<file path="src/rtl/hslc_pkg.sv">
// ----------------------------------------------------------------------------
// hslc_pkg
// Shared types, codes and character helpers for the status-line classifier.
// ----------------------------------------------------------------------------
package hslc_pkg;

	typedef struct packed {
		logic       command;
		logic [7:0] data_byte;
		logic       line_end;
		logic       transfer_ok;
	} in_item_t;

	typedef struct packed {
		logic       result_kind;
		logic       line_is_status;
		logic [1:0] verdict;
		logic [9:0] status_code;
		logic       code_valid;
	} out_item_t;

	typedef enum logic [3:0] {
		PH_PREFIX0 = 4'd0,
		PH_PREFIX1 = 4'd1,
		PH_PREFIX2 = 4'd2,
		PH_PREFIX3 = 4'd3,
		PH_PREFIX4 = 4'd4,
		PH_MAJOR   = 4'd5,
		PH_MINOR   = 4'd6,
		PH_CODE    = 4'd7,
		PH_REASON  = 4'd8,
		PH_FAIL    = 4'd9
	} phase_t;

	localparam logic       CMD_BYTE       = 1'b0;
	localparam logic       CMD_FINISH     = 1'b1;
	localparam logic       KIND_LINE      = 1'b0;
	localparam logic       KIND_VERDICT   = 1'b1;
	localparam logic [1:0] VERDICT_OK     = 2'd0;
	localparam logic [1:0] VERDICT_FAIL   = 2'd1;
	localparam logic [1:0] VERDICT_AUTH   = 2'd2;
	localparam logic [9:0] CODE_AUTH      = 10'd401;
	localparam logic [3:0] LEAD_CLIENT    = 4'd4;
	localparam logic [3:0] LEAD_SERVER    = 4'd5;
	localparam logic [2:0] DIGITS_FULL    = 3'd3;
	localparam logic [2:0] DIGITS_SAT     = 3'd4;
	localparam logic [7:0] CH_DOT         = 8'h2E;
	localparam logic [7:0] CH_SPACE       = 8'h20;

	// Expected character of the "HTTP/" prefix at a given position.
	function automatic logic [7:0] prefix_char(input logic [2:0] idx);
		logic [7:0] ch;
		unique case (idx)
			3'd0:    ch = 8'h48; // H
			3'd1:    ch = 8'h54; // T
			3'd2:    ch = 8'h54; // T
			3'd3:    ch = 8'h50; // P
			default: ch = 8'h2F; // slash
		endcase
		return ch;
	endfunction

	function automatic logic is_digit(input logic [7:0] b);
		return (b >= 8'h30) && (b <= 8'h39);
	endfunction

	function automatic logic [7:0] to_upper(input logic [7:0] b);
		return ((b >= 8'h61) && (b <= 8'h7A)) ? (b - 8'd32) : b;
	endfunction

endpackage

</file>
<file path="src/rtl/http_status_line_classifier_core.sv">
// ----------------------------------------------------------------------------
// http_status_line_classifier_core
// Classifies HTTP header lines byte by byte and gives a request verdict.
// ----------------------------------------------------------------------------
// Path: an accepted item is held in the input register, and its result is then
//   written to the result register, from which the consumer takes it.
// Throughput: one item per cycle, a single pass from input to result register;
//   a line end or finish item waits while the result register is full and stalled.
// Reset: arst_n clears the grammar state, the kept code and both valid flags.
// ----------------------------------------------------------------------------
module http_status_line_classifier_core (
	input  logic                clk,
	input  logic                arst_n,
	input  logic                item_valid,
	output logic                item_ready,
	input  hslc_pkg::in_item_t  item,
	output logic                result_valid,
	input  logic                result_ready,
	output hslc_pkg::out_item_t result
);

	// Input register: holds one accepted item until the parser takes it.
	logic                valid_s1;
	hslc_pkg::in_item_t  item_s1;

	// Result register: holds the finished item until the consumer takes it.
	logic                result_valid_q;
	hslc_pkg::out_item_t result_q;

	logic                present;
	hslc_pkg::out_item_t res;
	logic                advance_s1;

	// The parser consumes the staged item unless it produces a result and the
	// result register is still full and stalled. Bytes without a line end
	// never wait for the output side.
	assign advance_s1 = valid_s1 && (!present || !result_valid_q || result_ready);
	assign item_ready = !valid_s1 || advance_s1;

	hslc_parser u_parser (
		.clk     (clk),
		.arst_n  (arst_n),
		.step    (advance_s1),
		.item    (item_s1),
		.present (present),
		.res     (res)
	);

	always_ff @(posedge clk or negedge arst_n) begin
		if (!arst_n) begin
			valid_s1 <= 1'b0;
		end else if (item_ready) begin
			valid_s1 <= item_valid;
		end
	end

	// Payload of the input register: no reset needed.
	always_ff @(posedge clk) begin
		if (item_valid && item_ready)
			item_s1 <= item;
	end

	always_ff @(posedge clk or negedge arst_n) begin
		if (!arst_n) begin
			result_valid_q <= 1'b0;
		end else if (advance_s1 && present) begin
			result_valid_q <= 1'b1;
		end else if (result_ready) begin
			result_valid_q <= 1'b0;
		end
	end

	always_ff @(posedge clk) begin
		if (advance_s1 && present)
			result_q <= res;
	end

	assign result_valid = result_valid_q;
	assign result       = result_q;

	// Line reports always carry a success verdict.
	a_line_verdict: assert property (@(posedge clk) disable iff (!arst_n)
		result_valid && (result.result_kind == hslc_pkg::KIND_LINE)
		|-> result.verdict == hslc_pkg::VERDICT_OK)
		else $error("line report with non-success verdict");

	// A code is shown only when it is a valid three-digit code.
	a_code_zero: assert property (@(posedge clk) disable iff (!arst_n)
		result_valid && !result.code_valid |-> result.status_code == 10'd0)
		else $error("status code shown without a valid code");

	// Verdicts never flag the line as a status line.
	a_verdict_line: assert property (@(posedge clk) disable iff (!arst_n)
		result_valid && (result.result_kind == hslc_pkg::KIND_VERDICT)
		|-> !result.line_is_status)
		else $error("verdict carries a line flag");

	// An empty input register always takes a new item.
	a_ready_empty: assert property (@(posedge clk) disable iff (!arst_n)
		!valid_s1 |-> item_ready)
		else $error("input register empty but not ready");

endmodule

</file>
<file path="src/rtl/hslc_parser.sv">
// ----------------------------------------------------------------------------
// hslc_parser
// Per-line grammar state, kept code and result formation for one item.
// ----------------------------------------------------------------------------
module hslc_parser (
	input  logic                clk,
	input  logic                arst_n,
	input  logic                step,
	input  hslc_pkg::in_item_t  item,
	output logic                present,
	output hslc_pkg::out_item_t res
);

	hslc_pkg::phase_t phase_q, phase_d, phase_adv;
	logic [2:0] digit_count_q, digit_count_d, digit_adv;
	logic [9:0] code_accum_q, code_accum_d, accum_adv;
	logic [3:0] lead_digit_q, lead_digit_d, lead_adv;
	logic       kept_flag_q, kept_flag_d;
	logic [9:0] kept_code_q, kept_code_d;
	logic [3:0] kept_lead_q, kept_lead_d;
	logic       kept_three_q, kept_three_d;
	logic [7:0] b;
	logic [3:0] d;
	logic       match;
	logic       keep_now;
	logic [1:0] verdict_val;

	always_ff @(posedge clk or negedge arst_n) begin
		if (!arst_n) begin
			phase_q       <= hslc_pkg::PH_PREFIX0;
			digit_count_q <= '0;
			code_accum_q  <= '0;
			lead_digit_q  <= '0;
			kept_flag_q   <= 1'b0;
			kept_code_q   <= '0;
			kept_lead_q   <= '0;
			kept_three_q  <= 1'b0;
		end else begin
			phase_q       <= phase_d;
			digit_count_q <= digit_count_d;
			code_accum_q  <= code_accum_d;
			lead_digit_q  <= lead_digit_d;
			kept_flag_q   <= kept_flag_d;
			kept_code_q   <= kept_code_d;
			kept_lead_q   <= kept_lead_d;
			kept_three_q  <= kept_three_d;
		end
	end

	assign b       = item.data_byte;
	assign d       = b[3:0];
	assign present = (item.command == hslc_pkg::CMD_FINISH) || item.line_end;

	// Advance the line grammar by one byte.
	always_comb begin
		phase_adv = phase_q;
		digit_adv = digit_count_q;
		accum_adv = code_accum_q;
		lead_adv  = lead_digit_q;
		unique case (phase_q)
			hslc_pkg::PH_PREFIX0, hslc_pkg::PH_PREFIX1, hslc_pkg::PH_PREFIX2,
			hslc_pkg::PH_PREFIX3, hslc_pkg::PH_PREFIX4: begin
				if (hslc_pkg::to_upper(b) == hslc_pkg::prefix_char(phase_q[2:0]))
					phase_adv = hslc_pkg::phase_t'(phase_q + 4'd1);
				else
					phase_adv = hslc_pkg::PH_FAIL;
			end
			hslc_pkg::PH_MAJOR: begin
				if (!hslc_pkg::is_digit(b))
					phase_adv = (b == hslc_pkg::CH_DOT) ? hslc_pkg::PH_MINOR
						: hslc_pkg::PH_FAIL;
			end
			hslc_pkg::PH_MINOR: begin
				if (!hslc_pkg::is_digit(b))
					phase_adv = (b == hslc_pkg::CH_SPACE) ? hslc_pkg::PH_CODE
						: hslc_pkg::PH_FAIL;
			end
			hslc_pkg::PH_CODE: begin
				if (hslc_pkg::is_digit(b)) begin
					if (digit_count_q == 3'd0)
						lead_adv = d;
					if (digit_count_q < hslc_pkg::DIGITS_FULL)
						accum_adv = (code_accum_q << 3) + (code_accum_q << 1)
							+ {6'd0, d};
					if (digit_count_q < hslc_pkg::DIGITS_SAT)
						digit_adv = digit_count_q + 3'd1;
				end else begin
					phase_adv = (b == hslc_pkg::CH_SPACE) ? hslc_pkg::PH_REASON
						: hslc_pkg::PH_FAIL;
				end
			end
			hslc_pkg::PH_REASON: ;
			default: phase_adv = hslc_pkg::PH_FAIL;
		endcase
	end

	// Next state, keep decision and result fields.
	always_comb begin
		phase_d       = phase_q;
		digit_count_d = digit_count_q;
		code_accum_d  = code_accum_q;
		lead_digit_d  = lead_digit_q;
		kept_flag_d   = kept_flag_q;
		kept_code_d   = kept_code_q;
		kept_lead_d   = kept_lead_q;
		kept_three_d  = kept_three_q;

		match    = (phase_adv == hslc_pkg::PH_REASON);
		keep_now = match && !kept_flag_q && (digit_adv != 3'd0);

		if (!item.transfer_ok)
			verdict_val = hslc_pkg::VERDICT_OK;
		else if (!kept_three_q)
			verdict_val = hslc_pkg::VERDICT_FAIL;
		else if (kept_code_q == hslc_pkg::CODE_AUTH)
			verdict_val = hslc_pkg::VERDICT_AUTH;
		else if ((kept_lead_q == hslc_pkg::LEAD_CLIENT)
				|| (kept_lead_q == hslc_pkg::LEAD_SERVER))
			verdict_val = hslc_pkg::VERDICT_FAIL;
		else
			verdict_val = hslc_pkg::VERDICT_OK;

		if (item.command == hslc_pkg::CMD_FINISH) begin
			res.result_kind    = hslc_pkg::KIND_VERDICT;
			res.line_is_status = 1'b0;
			res.verdict        = verdict_val;
			res.status_code    = kept_three_q ? kept_code_q : 10'd0;
			res.code_valid     = kept_three_q;
		end else begin
			res.result_kind    = hslc_pkg::KIND_LINE;
			res.line_is_status = match;
			res.verdict        = hslc_pkg::VERDICT_OK;
			if (keep_now) begin
				res.status_code = (digit_adv == hslc_pkg::DIGITS_FULL) ? accum_adv : 10'd0;
				res.code_valid  = (digit_adv == hslc_pkg::DIGITS_FULL);
			end else begin
				res.status_code = kept_three_q ? kept_code_q : 10'd0;
				res.code_valid  = kept_three_q;
			end
		end

		if (step) begin
			if (item.command == hslc_pkg::CMD_FINISH) begin
				// Drop the kept code and any partial line.
				phase_d       = hslc_pkg::PH_PREFIX0;
				digit_count_d = '0;
				code_accum_d  = '0;
				lead_digit_d  = '0;
				kept_flag_d   = 1'b0;
				kept_code_d   = '0;
				kept_lead_d   = '0;
				kept_three_d  = 1'b0;
			end else if (item.line_end) begin
				if (keep_now) begin
					kept_flag_d  = 1'b1;
					kept_code_d  = accum_adv;
					kept_lead_d  = lead_adv;
					kept_three_d = (digit_adv == hslc_pkg::DIGITS_FULL);
				end
				phase_d       = hslc_pkg::PH_PREFIX0;
				digit_count_d = '0;
				code_accum_d  = '0;
				lead_digit_d  = '0;
			end else begin
				phase_d       = phase_adv;
				digit_count_d = digit_adv;
				code_accum_d  = accum_adv;
				lead_digit_d  = lead_adv;
			end
		end
	end

endmodule
</file>
<file path="config.mk">
export PLATFORM = sky130hd
export DESIGN_NAME = http_status_line_classifier_core
export DESIGN_NICKNAME = d
export VERILOG_FILES = /design/src/rtl/hslc_pkg.sv /design/src/rtl/http_status_line_classifier_core.sv /design/src/rtl/hslc_parser.sv
export SDC_FILE = /design/constraint.sdc
export NUM_CORES = 1
export LEC_CHECK = 0
export BUFFER_PORTS_ARGS = -buffer_cell sky130_fd_sc_hd__buf_2
export CORE_AREA = 3 3 89 91
export CTS_BUF_LIST = sky130_fd_sc_hd__clkbuf_16
export CTS_CLUSTER_DIAMETER = 40
export DETAILED_ROUTE_END_ITERATION = 8
export DIE_AREA = 0 0 92 94
export PLACE_DENSITY = 0.75
export RECOVER_POWER = 100
export SLEW_MARGIN = 10
export SYNTH_ARGS = -nofsm -noshare
export SYNTH_HDL_FRONTEND = slang
export SYNTH_SLANG_ARGS = --single-unit
</file>
<file path="constraint.sdc">
create_clock -name clk -period 2.7 [get_ports clk]
set_input_delay 0.27 -clock clk [delete_from_list [all_inputs] [get_ports clk]]
set_output_delay 0.27 -clock clk [all_outputs]
set_load 0.01 [all_outputs]
</file>
# Word level (Yosys, flattened, before mapping)
# Cells that the tools add are included.
[op_classes]
muxes = 50
n_lt_le_gt_ge = 6
reduce_logical = 28
addsub = 5
eq_ne = 19
[op_table]
columns = ["cell", "count"]
rows = [
  ["$mux W10", 10],
  ["$mux W4", 16],
  ["$eq A4 B3 Y1 const B", 6],
  ["$pmux W7 S3", 1],
  ["$pmux W4 S5", 1],
  ["$eq A8 B6 Y1 const B", 2],
  ["$mux W8", 2],
  ["$mux W15", 1],
  ["$mux W3", 5],
  ["$mux W11", 1],
  ["$add A10 B10 Y10", 1],
  ["$add A10 B4 Y10", 1],
  ["$eq A10 B9 Y1 const B", 1],
  ["$mux W1", 10],
  ["$eq A3 B2 Y1 const B", 3],
  ["$eq A4 B2 Y1 const B", 2],
  ["$eq A4 B4 Y1 const B", 2],
  ["$eq A8 B8 Y1", 1],
  ["$ge A8 B6 Y1 const B", 1],
  ["$ge A8 B7 Y1 const B", 1],
  ["$le A8 B6 Y1 const B", 1],
  ["$le A8 B7 Y1 const B", 1],
  ["$sub A8 B6 Y8 const B", 1],
  ["$logic_and A1 B1 Y1", 7],
  ["17 further kinds", 30],
]
[totals]
elab_cells = 128
reg_bits = 65

# Longest topological paths before layout
[logic_depth]
word_depth = 13
mapped_depth = 12

# By module
# Synthesis repeated with hierarchy kept, for this count alone.
[unflattened]
cells_unflattened = 377
area_unflattened_um2 = 3824.9
[by_module_without_submodules]
columns = ["mod", "area_each_um2", "instances", "seq_area_each_um2", "cells_per_inst"]
rows = [
  ["hslc_parser", 2937.8, 1, 875.8, 341],
  ["http_status_line_classifier_core", 887.1, 1, 830.8, 36],
]

# Worst setup path after synthesis
# No wires, ideal clock.
[synth_path]
path_type = "reg-to-reg"
startpoint = "register u_parser.phase_q[0]"
endpoint = "register result_q (netlist bit result[10]) (data pin)"
t_required_ns = 2.548
setup_slack_ns = -0.144
stages_incl_launch_ff = 12
arrival_time_ns = 2.691
n_path_buf = 2
setup_time_ns = 0.152
cell_sequence = "dfrtp_1 > inv_1 > ha_1 > clkbuf_1 > or2_1 > a221oi_1 > o31ai_4 > o2111ai_4 > o31ai_2 > or4b_1 > buf_2 > o22ai_1"
[synth_lines]
columns = ["item", "line_no", "rtl"]
rows = [
  ["from (decl)", "hslc_parser.sv:14", "hslc_pkg::phase_t phase_q, phase_d, phase_adv;"],
  ["from (signal assigned)", "hslc_parser.sv:30", "phase_q <= hslc_pkg::PH_PREFIX0;"],
  ["from (signal assigned)", "hslc_parser.sv:39", "phase_q <= phase_d;"],
  ["to (signal assigned)", "http_status_line_classifier_core.sv:75", "result_q <= res;"],
  ["to (decl)", "http_status_line_classifier_core.sv:28", "hslc_pkg::out_item_t result_q;"],
]

# Worst setup path in the final report
[layout_path]
startpoint = "register item_s1[4] (netlist name)"
endpoint = "register u_parser.kept_code_q[9]"
[layout_between]
elab_chain_len = 11
[layout_lines]
columns = ["item", "line_no", "rtl"]
rows = [
  ["from (decl)", "http_status_line_classifier_core.sv:24", "hslc_pkg::in_item_t item_s1;"],
  ["from (signal assigned)", "http_status_line_classifier_core.sv:60", "item_s1 <= item;"],
  ["$ge A8 B7 Y1 / $le A8 B7 Y1 (equally long branches)", "hslc_pkg.sv:68", "return ((b >= 8'h61) && (b <= 8'h7A)) ? (b - 8'd32) : b;"],
  ["$logic_and A1 B1 Y1", "hslc_pkg.sv:68", ""],
  ["$mux W8", "hslc_pkg.sv:68", ""],
  ["$eq A8 B8 Y1", "hslc_parser.sv:63", "if (hslc_pkg::to_upper(b) == hslc_pkg::prefix_char(phase_q[2:0]))"],
  ["$mux W4", "hslc_parser.sv:63", ""],
  ["$pmux W4 S5", "hslc_parser.sv:60", "unique case (phase_q)"],
  ["$eq A4 B4 Y1", "hslc_parser.sv:108", "match = (phase_adv == hslc_pkg::PH_REASON);"],
  ["$logic_and A1 B1 Y1 (2 in series)", "hslc_parser.sv:109", "keep_now = match && !kept_flag_q && (digit_adv != 3'd0);"],
  ["$reduce_bool A2 Y1 (no source line)", "n/a", ""],
  ["$reduce_and A3 Y1 (no source line)", "n/a", ""],
  ["to (signal assigned)", "hslc_parser.sv:44", "kept_code_q <= kept_code_d;"],
  ["to (decl)", "hslc_parser.sv:19", "logic [9:0] kept_code_q, kept_code_d;"],
]
# Several ways; a longest one is shown, not always the timed one. The select of a mux whose other input is x is not followed.
# A chain may end at the register's enable or synchronous reset.

==> run metrics <==
syn nets approximately 410; Ports 32; combinational family with the most area after synthesis compound AO/OA/AOI/OAI gates; antenna cell count 0; Max Fclk ~360 MHz; CP startpoint kind flip-flop; Syn Inst Count roughly 370; worst-path maximum fanout 5; # DRC 0; Final setup viols 12; Worst Path Class, Setup reg2reg; Starting Density 53.5%; Tot Pwr roughly 2.8 mW; CP required approximately 3 ns; Vias per Instance around 6.3; port bufs 31; DIE WIDTH between 90 and 100 um; post-synth top area cell dfrtp_1; Final Cell Area roughly 0.0051 mm2; dpl hpwl roughly 6900 um; Clock Latency Late Sink about 0.33 ns; setup ws final -0.0940 ns; total CTS buffers 9; Post-Synth Adder-Cell Area between 8 and 9%; mux cell area share after synthesis under 10%; FFs w/ async S/R, synth between 50% and 60%; Mapped Area around 0.0039 mm2; cts hold-fix bufs 0; WP data arrival just over 3 ns; CTS max path bufs 2; initial antenna violation count 0; share of post-route cells with drive strength above 1 33.0%; Max Cap Viol 1; CTS sink cnt 63; fill count slightly above 500; core area between 0.007 and 0.008 mm2; post-synthesis xor/xnor area fraction less than 1%; Die ar. a little under 0.009 mm2; Synth Area in Simple Gates about 17%; final hold slack about 0.11 ns; Final Hold Violating Endpoints 0; TritonCTS clock tree built; PD cells 538 mW/mm2; height of the die between 90 and 100 um; clock input transition at the sequential cells of the worst setup and hold paths approximately 0.060 ns; Tot GR Track Use between 20% and 30%; FP Rows 31; EDFF count, synth 26; # H-tree levels 3; Final GP Congestion about 0.90; Worst Skew roughly 0.0070 ns; Hold Crit Class in2reg; Worst slew margin -39.0%; grt ovf 0; synth warn 0; Synth cell types 70; first-pass GRT wire length 16500 um; failing checks capacitance limit, slew limit, setup timing; status finished, violations left; static leakage ~2.0 nW; ys flop type dfrtp_1; P&R area growth vs syn 33.1%; vias in the first global route approximately 3500; kind of end point of the critical path flip-flop; Final nets between 400 and 500; count of pins over their slew limit 38; drt first-iter violations roughly 340; ANT nets after route 0; #FFs+latches synth 63; RSZ-0062 raised after global routing true; vias post-DR approximately 3500; minimum clock period around 2.8 ns; Synth area leaders dfrtp_1 24%, edfxtp_1 20%, ha_1 7.1%; first drt pass iteration count 5; VDD IR-drop max between 0.3 and 0.4 mV; routed len/inst roughly 19 um; Compound-Gate Fraction of Synth Area ~23%; largest net degree at the start of global routing 38; synthesized area per cell ~10 um2; routed wire length 10700 um; Root Buffer clkbuf_16; worst-margin pin slew approximately 2.1 ns; final cell utilization of the core 71.1%; share of the synthesized area in the top cell type between 20% and 30%; period utilization 103%; register area share after synthesis around 44%; placement-stage cell area ~0.0044 mm2
-- per-layer routing --
metal	track usage, %	wire [um]	vias up
li1	-	-	1559
met1	29.5	4140	1691
met2	42.0	5460	180
met3	3.77	690	48
met4	14.2	392	0
met5	0	0	-
-- cells in the final DEF, fill, tap and decap left out, types with 3 or more instances in the layout --
cell        synthesis  layout
dfrtp_1            37      37
a31oi_1             5       4
o22ai_1            13       3
ha_2                0       3
and3_1              3       3
buf_2               5      12
clkbuf_16           0      10
clkbuf_1           10      22
nor3_1             10       6
o21a_1              4       4
nor2_1             22      22
nand3b_1            3       3
xnor2_1             3       3
ha_1               22      14
clkinvlp_4          0       3
mux2i_1             7       6
ha_4                0       5
o21ai_0            19      17
nor3_4              0       3
inv_1              19      17
or3_4               0       3
and2_1              6       4
o21ai_2             1       4
a21oi_1            11       9
nand2b_1            4       4
buf_4               1      41
nor4_1              4       3
edfxtp_1           26      26
nor2b_1             9       7
nand2_1            46      45
o22ai_2             0      10
a22o_1              7       7
o32ai_2             9      11
-- synth_stat cells, types with 3 or more instances --
cell type / instances
nand2_1: 46
dfrtp_1: 37
edfxtp_1: 26
ha_1: 22
nor2_1: 22
inv_1: 19
o21ai_0: 19
o22ai_1: 13
a21oi_1: 11
clkbuf_1: 10
nor3_1: 10
nor2b_1: 9
o32ai_2: 9
a22o_1: 7
mux2i_1: 7
and2_1: 6
o32ai_1: 6
a31oi_1: 5
buf_2: 5
nand2b_1: 4
nor4_1: 4
o21a_1: 4
or3_1: 4
and3_1: 3
buf_6: 3
nand3b_1: 3
o21ai_1: 3
xnor2_1: 3
-- sequential cells by signal (all words and copies together), names as in the netlist, 3 cells and up --
name and count:
result 15, u_parser.code_accum_q 10, u_parser.kept_lead_q 3, item_s1 11
u_parser.kept_code_q 10, u_parser.digit_count_q 3, u_parser.lead_digit_q 3, u_parser.phase_q 4
-- cell families (layout without fill, tap and decap cells) --
kind of cell    Yosys count  in the layout
simple gates            127            128
compound gates          110            110
flops                    63             63
buf+inv                  38            117
fa+ha+maj                24             24
mux                       8              8
xor+xnor                  4              4
-- through the flow --
step	TNS, ns	cells	setup slack [ns]
2_1_floorplan	0	374	0.000211
3_3_place_gp	-1.45	525	-0.132
3_5_place_dp	-3.02	525	-0.248
4_1_cts	-0.149	549	-0.0439
5_1_grt	-3.72	553	-0.165
6_report	-0.406	553	-0.0940
-- worst max-delay path, stage by stage, from the launching register on --
cell and delay, ns:
edfxtp_1 0.50, clkbuf_1 0.19, o21ai_2 0.20, and3_1 0.26, a211o_1 0.15, a21oi_1 0.09
or3_4 0.38, or3_4 0.45, buf_8 0.16, o32ai_2 0.29
-- power breakdown --
part / switching (mW) / leakage, nW / internal [mW]
Combinational: 0.262 / 1.12 / 0.172
Clock: 0.449 / 0.146 / 0.807
Sequential: 0.0298 / 0.766 / 1.04
Total: 0.741 / 2.03 / 2.02
-- what timing repair did --
item,4_1_cts,5_1_grt
pin swaps,9,13
endpoints found under the setup margin,30,31
gates cloned,1,2
gates resized for setup,27,35
setup buffers,7,2
-- cell type report --
type / count / area [um2] / share of cell area [%]
Clock inverter: 7 / 95.1 / 1.85
Clock buffer: 9 / 225 / 4.39
Timing Repair Buffer: 82 / 546 / 10.6
Sequential cell: 63 / 1710 / 33.3
Inverter: 19 / 71.3 / 1.39
Tap cell: 99 / 124 / 2.41
Multi-Input combinational cell: 274 / 2360 / 46.1
-- final timing paths --
kind                                          start                  endpoint  slack, ns  depth (start not counted)
min                                         item[6]                item_s1[6]       0.11                          1
max in group asynchronous                    arst_n   u_parser.kept_code_q[3]       0.97                          1
max                                      item_s1[4]   u_parser.kept_code_q[9]      -0.09                          9
max reg2reg                              item_s1[4]   u_parser.kept_code_q[9]      -0.09                          9
min in group asynchronous                    arst_n  u_parser.code_accum_q[9]       0.53                          1
min reg2reg                u_parser.lead_digit_q[1]  u_parser.lead_digit_q[1]       0.52                          1
Note: power is estimated with default switching activity, not from simulation.
